### config.mk
export PLATFORM = sky130hd
export DESIGN_NAME = frame_buffer_queue_manager_unit
export DESIGN_NICKNAME = d
export VERILOG_FILES = /design/src/rtl/fbqm_pkg.sv /design/src/rtl/fbqm_front.sv /design/src/rtl/fbqm_back.sv /design/src/rtl/frame_buffer_queue_manager_unit.sv
export SDC_FILE = /design/constraint.sdc
export NUM_CORES = 1
export LEC_CHECK = 0
export BUFFER_PORTS_ARGS = -buffer_cell sky130_fd_sc_hd__buf_2
export CAP_MARGIN = 20
export CORE_AREA = 5 5 288 290
export CTS_BUF_LIST = sky130_fd_sc_hd__clkbuf_16
export DETAILED_ROUTE_END_ITERATION = 12
export DIE_AREA = 0 0 293 295
export MAX_ROUTING_LAYER = met4
export PLACE_DENSITY_LB_ADDON = 0.05
export SLEW_MARGIN = 25
export SYNTH_ARGS = -nofsm -noshare
export SYNTH_HDL_FRONTEND = slang
export SYNTH_SLANG_ARGS = --single-unit
### constraint.sdc
create_clock -name aclk -period 5.5 [get_ports aclk]
set_clock_uncertainty 0.15 [all_clocks]
set_input_delay 1.1 -clock aclk [delete_from_list [all_inputs] [get_ports aclk]]
set_output_delay 1.1 -clock aclk [all_outputs]
set_load 0.1 [all_outputs]
### src/rtl/fbqm_pkg.sv
`default_nettype none

package fbqm_pkg;

    // raw command codes on the input word
    localparam logic [2:0] CODE_START       = 3'd0;
    localparam logic [2:0] CODE_ADD_BUFFER  = 3'd1;
    localparam logic [2:0] CODE_FRAME_START = 3'd2;
    localparam logic [2:0] CODE_FRAME_END   = 3'd3;
    localparam logic [2:0] CODE_DONE_TAKEN  = 3'd4;
    localparam logic [2:0] CODE_ABORT       = 3'd5;

    typedef enum logic [2:0] {
        CMD_START,
        CMD_ADD_BUFFER,
        CMD_FRAME_START,
        CMD_FRAME_END,
        CMD_DONE_TAKEN,
        CMD_ABORT,
        CMD_BAD
    } cmd_kind_t;

    typedef enum logic [1:0] {
        ST_OK          = 2'd0,
        ST_WRONG_STATE = 2'd1,
        ST_NO_ROOM     = 2'd2,
        ST_DROPPED     = 2'd3
    } status_t;

    typedef struct packed {
        cmd_kind_t   kind;
        logic [31:0] addr;
    } fbqm_cmd_t;

endpackage

`default_nettype wire

### src/rtl/fbqm_front.sv
`default_nettype none

// Input side: classifies each word and holds up to two decoded commands.
module fbqm_front
    import fbqm_pkg::*;
(
    input  wire logic        aclk,
    input  wire logic        aresetn,
    input  wire logic        s_tvalid,
    output logic             s_tready,
    input  wire logic [31:0] s_tdata,   // buffer_addr
    input  wire logic [2:0]  s_tuser,   // command
    output logic             cmd_valid,
    input  wire logic        cmd_ready,
    output fbqm_cmd_t        cmd_data
);

    fbqm_cmd_t  entry_reg [2];
    logic       wr_ptr_reg;
    logic       rd_ptr_reg;
    logic [1:0] fill_reg;
    logic       push;
    logic       pop;
    fbqm_cmd_t  decoded;

    always_comb begin
        decoded.addr = s_tdata;
        case (s_tuser)
            CODE_START:       decoded.kind = CMD_START;
            CODE_ADD_BUFFER:  decoded.kind = CMD_ADD_BUFFER;
            CODE_FRAME_START: decoded.kind = CMD_FRAME_START;
            CODE_FRAME_END:   decoded.kind = CMD_FRAME_END;
            CODE_DONE_TAKEN:  decoded.kind = CMD_DONE_TAKEN;
            CODE_ABORT:       decoded.kind = CMD_ABORT;
            default:          decoded.kind = CMD_BAD;
        endcase
    end

    assign s_tready  = (fill_reg != 2'd2);
    assign push      = s_tvalid && s_tready;
    assign cmd_valid = (fill_reg != 2'd0);
    assign pop       = cmd_valid && cmd_ready;
    assign cmd_data  = entry_reg[rd_ptr_reg];

    always_ff @(posedge aclk) begin
        if (push) begin
            entry_reg[wr_ptr_reg] <= decoded;
        end
    end

    always_ff @(posedge aclk) begin
        if (!aresetn) begin
            wr_ptr_reg <= 1'b0;
            rd_ptr_reg <= 1'b0;
            fill_reg   <= 2'd0;
        end else begin
            if (push) begin
                wr_ptr_reg <= ~wr_ptr_reg;
            end
            if (pop) begin
                rd_ptr_reg <= ~rd_ptr_reg;
            end
            if (push && !pop) begin
                fill_reg <= fill_reg + 2'd1;
            end else if (pop && !push) begin
                fill_reg <= fill_reg - 2'd1;
            end
        end
    end

endmodule

`default_nettype wire

### src/rtl/fbqm_back.sv
`default_nettype none

// Execution side: slots, pending FIFO, counters and the result register.
module fbqm_back
    import fbqm_pkg::*;
#(
    parameter int PENDING_DEPTH = 16,
    parameter int DONE_DEPTH    = 32
) (
    input  wire logic  aclk,
    input  wire logic  aresetn,
    input  wire logic  cmd_valid,
    output logic       cmd_ready,
    input  wire fbqm_cmd_t cmd_data,
    output logic       out_valid,
    input  wire logic  out_ready,
    output status_t    out_status,
    output logic       out_has_done,
    output logic [31:0] out_addr,
    output logic       out_ok,
    output logic [31:0] out_seq,
    output logic       out_last
);

    localparam int PAW  = $clog2(PENDING_DEPTH);
    localparam int PCW  = $clog2(PENDING_DEPTH + 1);
    localparam int OCW  = $clog2(DONE_DEPTH + 1);
    localparam int CMPW = $clog2(DONE_DEPTH + PENDING_DEPTH + 2) + 1;

    typedef enum logic [1:0] {
        S_IDLE,
        S_AB_NEXT,
        S_AB_CUR,
        S_AB_PEND
    } state_t;

    state_t          state_reg, state_next;
    logic [PAW-1:0]  head_reg, head_next;
    logic [PAW-1:0]  tail_reg, tail_next;
    logic [PCW-1:0]  count_reg, count_next;
    logic [31:0]     next_addr_reg, next_addr_next;
    logic [31:0]     cur_addr_reg, cur_addr_next;
    logic [31:0]     frame_cnt_reg, frame_cnt_next;
    logic [OCW-1:0]  occ_reg, occ_next;
    logic            running_reg, running_next;

    logic            out_valid_reg, out_valid_next;
    status_t         out_status_reg, out_status_next;
    logic            out_has_reg, out_has_next;
    logic [31:0]     out_addr_reg, out_addr_next;
    logic            out_ok_reg, out_ok_next;
    logic [31:0]     out_seq_reg, out_seq_next;
    logic            out_last_reg, out_last_next;

    logic [31:0]     pend_mem [PENDING_DEPTH];
    logic [31:0]     rd_data_reg;
    logic            wr_en;

    logic            can_emit;
    logic            done_full;
    logic            room_short;
    logic            fifo_full;
    logic            add_acc;
    logic            add_arm;
    logic            rep_last;
    logic [PAW-1:0]  head_inc;
    logic [PAW-1:0]  tail_inc;

    assign can_emit  = !out_valid_reg || out_ready;
    assign done_full = (occ_reg >= OCW'(DONE_DEPTH));
    assign room_short = (CMPW'(occ_reg) + CMPW'(count_reg) + CMPW'(1)) > CMPW'(DONE_DEPTH);
    assign fifo_full = (count_reg == PCW'(PENDING_DEPTH));
    assign add_acc   = running_reg && !room_short && !fifo_full;
    assign add_arm   = running_reg && (next_addr_reg == 32'd0) &&
                       ((count_reg != '0) || add_acc);
    assign head_inc  = (head_reg == PAW'(PENDING_DEPTH - 1)) ? '0 : head_reg + PAW'(1);
    assign tail_inc  = (tail_reg == PAW'(PENDING_DEPTH - 1)) ? '0 : tail_reg + PAW'(1);

    always_comb begin
        state_next      = state_reg;
        head_next       = head_reg;
        tail_next       = tail_reg;
        count_next      = count_reg;
        next_addr_next  = next_addr_reg;
        cur_addr_next   = cur_addr_reg;
        frame_cnt_next  = frame_cnt_reg;
        occ_next        = occ_reg;
        running_next    = running_reg;
        out_valid_next  = out_valid_reg && !out_ready;
        out_status_next = out_status_reg;
        out_has_next    = out_has_reg;
        out_addr_next   = out_addr_reg;
        out_ok_next     = out_ok_reg;
        out_seq_next    = out_seq_reg;
        out_last_next   = out_last_reg;
        cmd_ready       = 1'b0;
        wr_en           = 1'b0;
        rep_last        = 1'b0;

        case (state_reg)
            S_IDLE: begin
                if (cmd_valid && can_emit) begin
                    cmd_ready       = 1'b1;
                    out_valid_next  = 1'b1;
                    out_status_next = ST_OK;
                    out_has_next    = 1'b0;
                    out_addr_next   = 32'd0;
                    out_ok_next     = 1'b0;
                    out_seq_next    = 32'd0;
                    out_last_next   = 1'b1;
                    case (cmd_data.kind)
                        CMD_START: begin
                            if (running_reg) begin
                                out_status_next = ST_WRONG_STATE;
                            end else begin
                                cur_addr_next  = 32'd0;
                                next_addr_next = 32'd0;
                                running_next   = 1'b1;
                            end
                        end
                        CMD_ADD_BUFFER: begin
                            if (!running_reg) begin
                                out_status_next = ST_WRONG_STATE;
                            end else if (!add_acc) begin
                                out_status_next = ST_NO_ROOM;
                            end
                            if (add_acc) begin
                                wr_en     = 1'b1;
                                tail_next = tail_inc;
                            end
                            if (add_arm) begin
                                head_next = head_inc;
                                // empty FIFO: the new word goes straight to the slot
                                next_addr_next = (count_reg == '0) ? cmd_data.addr
                                                                   : rd_data_reg;
                            end
                            if (add_acc && !add_arm) begin
                                count_next = count_reg + PCW'(1);
                            end else if (!add_acc && add_arm) begin
                                count_next = count_reg - PCW'(1);
                            end
                        end
                        CMD_FRAME_START: begin
                            if (!running_reg) begin
                                out_status_next = ST_WRONG_STATE;
                            end else begin
                                frame_cnt_next = frame_cnt_reg + 32'd1;
                                if (next_addr_reg != 32'd0) begin
                                    cur_addr_next = next_addr_reg;
                                end
                                if (count_reg != '0) begin
                                    next_addr_next = rd_data_reg;
                                    head_next      = head_inc;
                                    count_next     = count_reg - PCW'(1);
                                end else begin
                                    next_addr_next = 32'd0;
                                end
                            end
                        end
                        CMD_FRAME_END: begin
                            if (!running_reg) begin
                                out_status_next = ST_WRONG_STATE;
                            end else if (cur_addr_reg != 32'd0) begin
                                cur_addr_next = 32'd0;
                                out_addr_next = cur_addr_reg;
                                out_ok_next   = 1'b1;
                                out_seq_next  = frame_cnt_reg;
                                if (done_full) begin
                                    out_status_next = ST_DROPPED;
                                end else begin
                                    out_has_next = 1'b1;
                                    occ_next     = occ_reg + OCW'(1);
                                end
                            end
                        end
                        CMD_DONE_TAKEN: begin
                            if (occ_reg != '0) begin
                                occ_next = occ_reg - OCW'(1);
                            end else begin
                                out_status_next = ST_WRONG_STATE;
                            end
                        end
                        CMD_ABORT: begin
                            if (next_addr_reg == 32'd0 && cur_addr_reg == 32'd0 &&
                                count_reg == '0) begin
                                running_next = 1'b0;
                            end else begin
                                out_valid_next = out_valid_reg && !out_ready;
                                state_next     = S_AB_NEXT;
                            end
                        end
                        default: begin
                            out_status_next = ST_WRONG_STATE;
                        end
                    endcase
                end
            end

            S_AB_NEXT: begin
                if (next_addr_reg == 32'd0) begin
                    state_next = S_AB_CUR;
                end else if (can_emit) begin
                    rep_last       = (cur_addr_reg == 32'd0) && (count_reg == '0);
                    next_addr_next = 32'd0;
                    out_valid_next = 1'b1;
                    out_addr_next  = next_addr_reg;
                    out_ok_next    = 1'b0;
                    out_seq_next   = frame_cnt_reg;
                    out_last_next  = rep_last;
                    if (done_full) begin
                        out_status_next = ST_DROPPED;
                        out_has_next    = 1'b0;
                    end else begin
                        out_status_next = ST_OK;
                        out_has_next    = 1'b1;
                        occ_next        = occ_reg + OCW'(1);
                    end
                    if (rep_last) begin
                        running_next = 1'b0;
                        state_next   = S_IDLE;
                    end else begin
                        state_next = S_AB_CUR;
                    end
                end
            end

            S_AB_CUR: begin
                if (cur_addr_reg == 32'd0) begin
                    if (count_reg == '0) begin
                        running_next = 1'b0;
                        state_next   = S_IDLE;
                    end else begin
                        state_next = S_AB_PEND;
                    end
                end else if (can_emit) begin
                    rep_last       = (count_reg == '0);
                    cur_addr_next  = 32'd0;
                    out_valid_next = 1'b1;
                    out_addr_next  = cur_addr_reg;
                    out_ok_next    = 1'b0;
                    out_seq_next   = frame_cnt_reg;
                    out_last_next  = rep_last;
                    if (done_full) begin
                        out_status_next = ST_DROPPED;
                        out_has_next    = 1'b0;
                    end else begin
                        out_status_next = ST_OK;
                        out_has_next    = 1'b1;
                        occ_next        = occ_reg + OCW'(1);
                    end
                    if (rep_last) begin
                        running_next = 1'b0;
                        state_next   = S_IDLE;
                    end else begin
                        state_next = S_AB_PEND;
                    end
                end
            end

            S_AB_PEND: begin
                if (can_emit) begin
                    // a drop stops the drain, the rest stay queued
                    rep_last       = done_full || (count_reg == PCW'(1));
                    head_next      = head_inc;
                    count_next     = count_reg - PCW'(1);
                    out_valid_next = 1'b1;
                    out_addr_next  = rd_data_reg;
                    out_ok_next    = 1'b0;
                    out_seq_next   = frame_cnt_reg;
                    out_last_next  = rep_last;
                    if (done_full) begin
                        out_status_next = ST_DROPPED;
                        out_has_next    = 1'b0;
                    end else begin
                        out_status_next = ST_OK;
                        out_has_next    = 1'b1;
                        occ_next        = occ_reg + OCW'(1);
                    end
                    if (rep_last) begin
                        running_next = 1'b0;
                        state_next   = S_IDLE;
                    end
                end
            end

            default: begin
                state_next = S_IDLE;
            end
        endcase
    end

    // pending FIFO store; read data always shows the entry at the head
    always_ff @(posedge aclk) begin
        if (wr_en) begin
            pend_mem[tail_reg] <= cmd_data.addr;
        end
        if (wr_en && (tail_reg == head_next)) begin
            rd_data_reg <= cmd_data.addr;
        end else begin
            rd_data_reg <= pend_mem[head_next];
        end
    end

    always_ff @(posedge aclk) begin
        if (!aresetn) begin
            state_reg     <= S_IDLE;
            head_reg      <= '0;
            tail_reg      <= '0;
            count_reg     <= '0;
            next_addr_reg <= 32'd0;
            cur_addr_reg  <= 32'd0;
            frame_cnt_reg <= 32'd0;
            occ_reg       <= '0;
            running_reg   <= 1'b0;
            out_valid_reg <= 1'b0;
        end else begin
            state_reg     <= state_next;
            head_reg      <= head_next;
            tail_reg      <= tail_next;
            count_reg     <= count_next;
            next_addr_reg <= next_addr_next;
            cur_addr_reg  <= cur_addr_next;
            frame_cnt_reg <= frame_cnt_next;
            occ_reg       <= occ_next;
            running_reg   <= running_next;
            out_valid_reg <= out_valid_next;
        end
        out_status_reg <= out_status_next;
        out_has_reg    <= out_has_next;
        out_addr_reg   <= out_addr_next;
        out_ok_reg     <= out_ok_next;
        out_seq_reg    <= out_seq_next;
        out_last_reg   <= out_last_next;
    end

    assign out_valid    = out_valid_reg;
    assign out_status   = out_status_reg;
    assign out_has_done = out_has_reg;
    assign out_addr     = out_addr_reg;
    assign out_ok       = out_ok_reg;
    assign out_seq      = out_seq_reg;
    assign out_last     = out_last_reg;

endmodule

`default_nettype wire

### src/rtl/frame_buffer_queue_manager_unit.sv
// Path: a word waits in the two-word front queue and its result is registered onto m_.
// Throughput: one command per cycle while the result register can take a word; an abort
// with buffers held returns the armed slot, the current slot, then pending entries in turn.
// Rate is set by the single execution state machine and its one-word result register.
// Reset: aresetn is synchronous, active low; it empties the queues, clears both slots,
// the counters and the running flag. Pending store contents are not cleared.
`default_nettype none

module frame_buffer_queue_manager_unit
    import fbqm_pkg::*;
#(
    parameter int PENDING_DEPTH = 16,   // pending address FIFO depth
    parameter int DONE_DEPTH    = 32    // room in the downstream done queue
) (
    input  wire logic        aclk,
    input  wire logic        aresetn,

    // command words
    input  wire logic        s_tvalid,
    output logic             s_tready,
    input  wire logic [31:0] s_tdata,   // [31:0] buffer_addr
    input  wire logic [2:0]  s_tuser,   // [2:0] command

    // result words
    output logic             m_tvalid,
    input  wire logic        m_tready,
    output logic [71:0]      m_tdata,   // [0] has_done, [32:1] done_addr, [33] done_ok,
                                        // [65:34] done_seq, [71:66] zero
    output logic [1:0]       m_tuser,   // [1:0] status
    output logic             m_tlast    // final result of a command
);

    fbqm_cmd_t   cmd_data;
    logic        cmd_valid;
    logic        cmd_ready;
    status_t     res_status;
    logic        res_has_done;
    logic [31:0] res_addr;
    logic        res_ok;
    logic [31:0] res_seq;

    // front end: decode and a two-word command queue
    fbqm_front u_front (
        .aclk      (aclk),
        .aresetn   (aresetn),
        .s_tvalid  (s_tvalid),
        .s_tready  (s_tready),
        .s_tdata   (s_tdata),
        .s_tuser   (s_tuser),
        .cmd_valid (cmd_valid),
        .cmd_ready (cmd_ready),
        .cmd_data  (cmd_data)
    );

    // back end: buffer bookkeeping, abort drain, result register
    fbqm_back #(
        .PENDING_DEPTH (PENDING_DEPTH),
        .DONE_DEPTH    (DONE_DEPTH)
    ) u_back (
        .aclk         (aclk),
        .aresetn      (aresetn),
        .cmd_valid    (cmd_valid),
        .cmd_ready    (cmd_ready),
        .cmd_data     (cmd_data),
        .out_valid    (m_tvalid),
        .out_ready    (m_tready),
        .out_status   (res_status),
        .out_has_done (res_has_done),
        .out_addr     (res_addr),
        .out_ok       (res_ok),
        .out_seq      (res_seq),
        .out_last     (m_tlast)
    );

    assign m_tuser = res_status;
    assign m_tdata = {6'd0, res_seq, res_ok, res_addr, res_has_done};

endmodule

`default_nettype wire

Word-level counts from Yosys, hierarchy flattened
Memory sizes are Yosys's and may differ from the RTL's. A register that Yosys moved wholly into a read port is not among the register bits.
Index checks and enable logic that the tools add are counted.
- magnitude comparators: 2
- equal/unequal tests: 45
- muxes and demuxes: 147
- bitwise logic cells: 2
- reductions and logical operators: 51
- $add $sub $neg: 11
- operator list (operator ; number):
    32-bit two-way mux ; 30
    32-bit case mux with 4 select lines ; 2
    32-bit case mux with 3 select lines ; 2
    32-bit case mux with 2 select lines ; 2
    32-bit zero test ; 2
    32-bit nonzero test ; 2
    1-bit two-way mux ; 52
    6-bit two-way mux ; 8
    2-bit two-way mux ; 22
    32-bit by 1-bit adder with 32-bit output (second input constant) ; 1
    5-bit two-way mux ; 6
    4-bit two-way mux ; 7
    3-bit by 2-bit != test with 1-bit output (second input constant) ; 8
    6-bit case mux with 4 select lines ; 1
    7-bit AND reduction ; 3
    1-bit case mux with 4 select lines ; 5
    5-bit case mux with 2 select lines ; 2
    3-bit case mux with 6 select lines ; 1
    2-bit case mux with 4 select lines ; 2
    4-bit case mux with 2 select lines ; 2
    1-bit logical AND ; 15
    3-bit by 2-bit == test with 1-bit output (second input constant) ; 4
    3-bit == test (second input constant) ; 4
    2-bit by 1-bit != test with 1-bit output (second input constant) ; 6
    other kinds (40) ; 69
- logic and storage cells: 279
- memories kept: 2
- flip-flop bits (word level): 192
- input port bits: 39
- memory bits (writable): 582
- output and inout bits: 77
- memories (name ; depth ; width ; rd ports ; clocked after memory_dff ; write ports ; line ; text):
    u_back.pend_mem ; 16 ; 32 ; 1 ; 1 ; 1 ; fbqm_back.sv:55 ; logic [31:0] pend_mem [PENDING_DEPTH];
    u_front.entry_reg ; 2 ; 35 ; 1 ; 1 ; 1 ; fbqm_front.sv:18 ; fbqm_cmd_t entry_reg [2];

Longest topological paths before layout
- depth after elaboration: 14
- gate-level depth with buffers: 16
- gate-level depth less buffers: 16

Cells and area by module
A second synthesis with hierarchy kept.
- cell total of the unflattened synthesis: 2018
- area, all modules: 32230.9 µm²
- by module, submodules not included (module ; area each (µm²) ; instances ; cells each):
    fbqm_back ; 29393.2 ; 1 ; 1873
    fbqm_front ; 2773.9 ; 1 ; 136
    frame_buffer_queue_manager_unit ; 63.8 ; 1 ; 9

Least setup slack after synthesis
No wires, ideal clock.
- kind: register to register
- from: reg u_back.occ_reg[0]
- to: mem u_back.pend_mem[3][0] (enable)
- cell stages (with the launch flop): 12
- arrival: 5.084 ns
- library setup time: 0.461 ns
- slack: -0.195 ns
- required time: 4.889 ns
- cells stage by stage: dfxtp_1 > inv_1 > ha_1 > fa_1 > nand2b_1 > a21oi_1 > xnor2_1 > o41ai_1 > nand4_1 > nor3_2 > nand2_1 > nor3_1
- longest elaborated chain between the ends: 12
- RTL lines (what ; line ; text):
    from (decl) ; fbqm_back.sv:44 ; logic [OCW-1:0] occ_reg, occ_next;
    from (signal assigned) ; fbqm_back.sv:324 ; occ_reg <= occ_next;
    6-bit by 5-bit adder with 7-bit output ; fbqm_back.sv:71 ; assign room_short = (CMPW'(occ_reg) + CMPW'(count_reg) + CMPW'(1)) > CMPW'(DONE_DEPTH);
    7-bit by 1-bit adder with 7-bit output ; fbqm_back.sv:71 ;
    7-bit by 6-bit > comparator with 1-bit output ; fbqm_back.sv:71 ;
    1-bit zero test ; fbqm_back.sv:73 ; assign add_acc = running_reg && !room_short && !fifo_full;
    1-bit logical AND (2 in a row) ; fbqm_back.sv:73 ;
    1-bit two-way mux ; fbqm_back.sv:127 ; if (add_acc) begin
    1-bit two-way mux ; fbqm_back.sv:111 ; case (cmd_data.kind)
    1-bit two-way mux ; fbqm_back.sv:102 ; if (cmd_valid && can_emit) begin
    1-bit two-way mux ; fbqm_back.sv:100 ; case (state_reg)
    1-bit two-way mux ; fbqm_back.sv:294 ; if (wr_en) begin
    1-bit two-way mux (not written as such) ; fbqm_back.sv:295 ; pend_mem[tail_reg] <= cmd_data.addr;
    to (decl) ; fbqm_back.sv:55 ;
No other way between the ends.

Worst setup path after layout
- from: reg u_back.occ_reg[0]
- to: mem u_back.pend_mem[4][27] (enable)
Same word-level chain as after synthesis.

==> impl_table.tex <==
\begin{tabular}{lr}
\hline
Metric & Value \\
\hline
\multicolumn{2}{l}{\textbf{GRT}} \\
\quad Initial antenna violation count & 2 \\
\quad Maximum number of pins on one net before global-route repair & 65 \\
\quad Remaining global-route overflow & 0 \\
\quad Global-route total usage across every layer & between 10\% and 20\% \\
\quad Wire length of the first global-routing pass & 124000 um \\
\quad Number of global-route vias before repair & about 18k \\
\multicolumn{2}{l}{\textbf{Timing}} \\
\quad Count of final setup violators & 0 \\
\quad Part of the cycle the worst path needs & between 90\% and 100\% \\
\quad Endpoints failing hold & 0 \\
\quad Setup total negative slack & 0 ps \\
\quad Max Fclk & 0.193 GHz \\
\quad Slew at the pin closest to its max-slew limit & 1020 ps \\
\quad Final-report max-slew violation count & 0 \\
\quad Setup repair after global routing missed its margin & no \\
\quad Time the final worst path needs with I/O delays and setup & 5170 ps \\
\quad Slew margin rel. & 31.7\% \\
\multicolumn{2}{l}{\textbf{Floorplan}} \\
\quad Count of pins on the block boundary & approximately 120 \\
\quad Die H & 295 um \\
\quad Initial cell density of the core & slightly below 40\% \\
\quad Num rows & around 100 \\
\quad Total core area & between 80000 and 90000 um\^{}2 \\
\quad Full die area & between 80000 and 90000 um\^{}2 \\
\quad Die boundary width & 293 um \\
\multicolumn{2}{l}{\textbf{Clocking}} \\
\quad Clock slew seen by the registers of the worst setup and hold paths & $\sim$60 ps \\
\quad Count of clock tree sinks & just under 800 \\
\quad Maximum count of clock buffers along a single path & 3 \\
\quad Clk Latency, worst-skew pair & between 600 and 700 ps \\
\quad Clock tree from TritonCTS & built \\
\quad Clock tree root driver cell & sky130\_fd\_sc\_hd\_\_clkbuf\_16 \\
\quad Number of CTS-inserted buffers & 87 \\
\quad Level count of the clock H-tree & 3 \\
\quad Number of hold buffers added after cts & 0 \\
\multicolumn{2}{l}{\textbf{Pwr}} \\
\quad Worst ir drop on vdd & 0.000462 V \\
\quad Logic gate share of total power & around 29\% \\
\quad Clock power share & 30.7\% \\
\quad Cell-internal power & 11.7 mW \\
\quad Overall Power & $\sim$19 mW \\
\quad Switching fraction of total power & roughly 37\% \\
\quad PwrDens & 508 nW/um\^{}2 \\
\quad Switching component of the power & about 6.8 mW \\
\quad Sequential cell fraction of total power & about two fifths \\
\quad Leakage component of the power & about 12 nW \\
\multicolumn{2}{l}{\textbf{Routing}} \\
\quad Vias per inst & around 5.6 \\
\quad Remaining DRCs & 0 \\
\quad Via count of the routed design & between 15k and 20k \\
\quad Length of the first detailed-routing pass in iterations & 8 \\
\quad Wire length after detailed routing & 84400 um \\
\quad Initial detailed-routing violation count & 1522 \\
\quad WL per Instance & between 20 and 30 um \\
\quad Antenna-violating nets left & 0 \\
\multicolumn{2}{l}{\textbf{Logic synthesis}} \\
\quad Sequential element share of the synthesized area & between 60 and 70\% \\
\quad Dominant register cell in the synthesized netlist & sky130\_fd\_sc\_hd\_\_edfxtp\_1 \\
\quad Dominant cell type by area after synthesis & sky130\_fd\_sc\_hd\_\_edfxtp\_1 \\
\quad Main area contributors after synthesis & sky130\_fd\_sc\_hd\_\_edfxtp\_1 62\%, sky130\_fd\_sc\_hd\_\_mux4\_2 11\%, sky130\_fd\_sc\_hd\_\_dfxtp\_1 8.1\% \\
\quad Number of register bits inferred by synthesis & 779 \\
\quad Distinct cell type count after synthesis & around 70 \\
\quad Syn. warnings & 0 \\
\quad Number of enable flip-flop cells after synthesis & between 600 and 700 \\
\quad Post-Syn Area & between 30000 and 40000 um\^{}2 \\
\quad Syn Area/Cell & approximately 16 um\^{}2 \\
\quad Area share of the largest cell type after synthesis & approximately three fifths \\
\quad Asr flop ratio synth & 0\% \\
\quad Cell count after synthesis & 1949 \\
\multicolumn{2}{l}{\textbf{Layout}} \\
\quad Footprint of the flip-flops and latches & 22100 um\^{}2 \\
\quad Count of fill cells added during filler insertion & 6974 \\
\quad P\&R area growth vs syn & 15.5\% \\
\quad Leading cell type in the layout, fill and taps excluded & sky130\_fd\_sc\_hd\_\_edfxtp\_1 \\
\quad Flip-flop count of the largest register after layout & 512 \\
\quad Share of cells above drive strength 1 & roughly a quarter \\
\quad Multi-input combinational cell area & about 9100 um\^{}2 \\
\quad Total Nets Final & $\sim$2.1k \\
\quad Most frequent cells in the layout & 651 x sky130\_fd\_sc\_hd\_\_edfxtp\_1, 160 x sky130\_fd\_sc\_hd\_\_mux4\_2, 155 x sky130\_fd\_sc\_hd\_\_nand2\_1 \\
\quad Finished Core Util & between 40 and 50\% \\
\multicolumn{2}{l}{\textbf{Run}} \\
\quad Number of maximum-capacitance violations & 0 \\
\multicolumn{2}{l}{\textbf{Critical path}} \\
\quad Worst path required time & $\sim$5600 ps \\
\quad Worst-path fanout max & 21 \\
\quad Crit. End Element & flip-flop \\
\quad Critical path data arrival time & around 5300 ps \\
\quad Category of the worst setup path launch point & flip-flop \\
\quad Kind of critical path & flip-flop to flip-flop \\
\multicolumn{2}{l}{\textbf{Outcome}} \\
\quad Outcome & completed \\
\multicolumn{2}{l}{\textbf{Placement}} \\
\quad Port Buffer Count & $\sim$110 \\
\quad Routability congestion estimate from global placement & 0.822 \\
\quad Placed wire-length estimate & 53900 um \\
\multicolumn{2}{l}{\textbf{Hold path}} \\
\quad Type of the most critical hold path & flip-flop to flip-flop \\
\hline
\end{tabular}
==> power by group through the flow <==
| stage | combinational [mW] | clock, mW | sequential [mW] |
|---|---|---|---|
| 3_3_place_gp | 5.35 | 0 | 7.69 |
| 4_1_cts | 5.37 | 5.87 | 7.57 |
| 3_5_place_dp | 5.36 | 0 | 7.69 |
| 2_1_floorplan | 2.10 | 0 | 9.37 |
| 6_report | 5.31 | 5.69 | 7.55 |
| 5_1_grt | 5.59 | 6.13 | 7.61 |
==> through the flow <==
stage               hold WS [ps]  std cells  setup slack (ps)  cell area, um^2
floorplan                    311       1954               672            31600
global placement             325       3053               195            33700
detailed placement           336       3053               170            33700
CTS                          342       3210               175            36500
global route                 367       3211              62.6            36500
finish                       345       3211               330            36500
==> per-layer routing <==
metal	vias up	wire length (um)	GRT usage [%]
met5	-	0	-
met4	0	2280	5.35
met3	122	5450	4.37
met2	559	39600	30.9
met1	9348	37000	26.9
li1	7991	-	-
==> critical path: stages (launching register included) <==
cell and delay, ps:
sky130_fd_sc_hd__dfxtp_1 440, sky130_fd_sc_hd__inv_1 130, sky130_fd_sc_hd__ha_1 250, sky130_fd_sc_hd__fa_1 460
sky130_fd_sc_hd__nand2b_1 180, sky130_fd_sc_hd__a21oi_1 190, sky130_fd_sc_hd__xnor2_1 90, sky130_fd_sc_hd__o41ai_1 630
sky130_fd_sc_hd__nand4_1 450, sky130_fd_sc_hd__nor3_4 590, sky130_fd_sc_hd__nand2_1 360, sky130_fd_sc_hd__nor2_4 440
sky130_fd_sc_hd__buf_4 430
==> repair_timing <==
item                       in CTS  in global routing
resized for setup               0                  1
setup endpoints to repair       0                 65
buffers inserted                0                  0
==> kinds of logic (layout without fill, tap and decap cells) <==
logic type | after synthesis | in the layout | synth area share, %
AND/OR/NAND/NOR | 466 | 466 | 7.16
other | 1 | 7 | 0.0119
AO/OA/AOI/OAI | 290 | 290 | 5.99
flip-flops | 779 | 779 | 70.0
XOR/XNOR | 37 | 37 | 1.03
buffers and inverters | 147 | 343 | 1.86
multiplexers | 205 | 205 | 13.0
adder cells (fa/ha/maj) | 24 | 24 | 0.974
==> final timing paths <==
check | startpoint | slack (ps) | cells past startpoint | endpoint
max | u_back.occ_reg[0] | 330 | 12 | u_back.pend_mem[4][27]
min reg2reg | u_back.next_addr_reg[18] | 350 | 2 | u_back.cur_addr_reg[18]
min | u_back.next_addr_reg[18] | 350 | 2 | u_back.cur_addr_reg[18]
max reg2reg | u_back.occ_reg[0] | 330 | 12 | u_back.pend_mem[4][27]
==> cell usage after synthesis (all sizes together), types with 7 or more instances <==
cell type  instances
nor4              20
mux2i              9
inv               22
a31oi              7
nand3             89
a21oi             41
dfxtp            128
mux4             160
a222oi            32
and2              38
nand2            155
ha                23
nor2              87
xor2              21
edfxtp           651
o21ai            133
a22o              35
and3               9
xnor2             16
nor3              14
nand2b             7
buf               37
clkbuf            88
nand4             13
mux2              36
or3               16
==> area by class of cell <==
cell class                      instances  area share [%]
Timing Repair Buffer                  164            2.83
Tap cell                             1060            3.63
Multi-Input combinational cell       1028            25.1
Inverter                               22           0.226
Clock buffer                           88            6.03
Sequential cell                       779            60.6
Antenna cell                            1         0.00686
Clock inverter                         69            1.61
No activity file was read; power rests on OpenSTA's default activity.
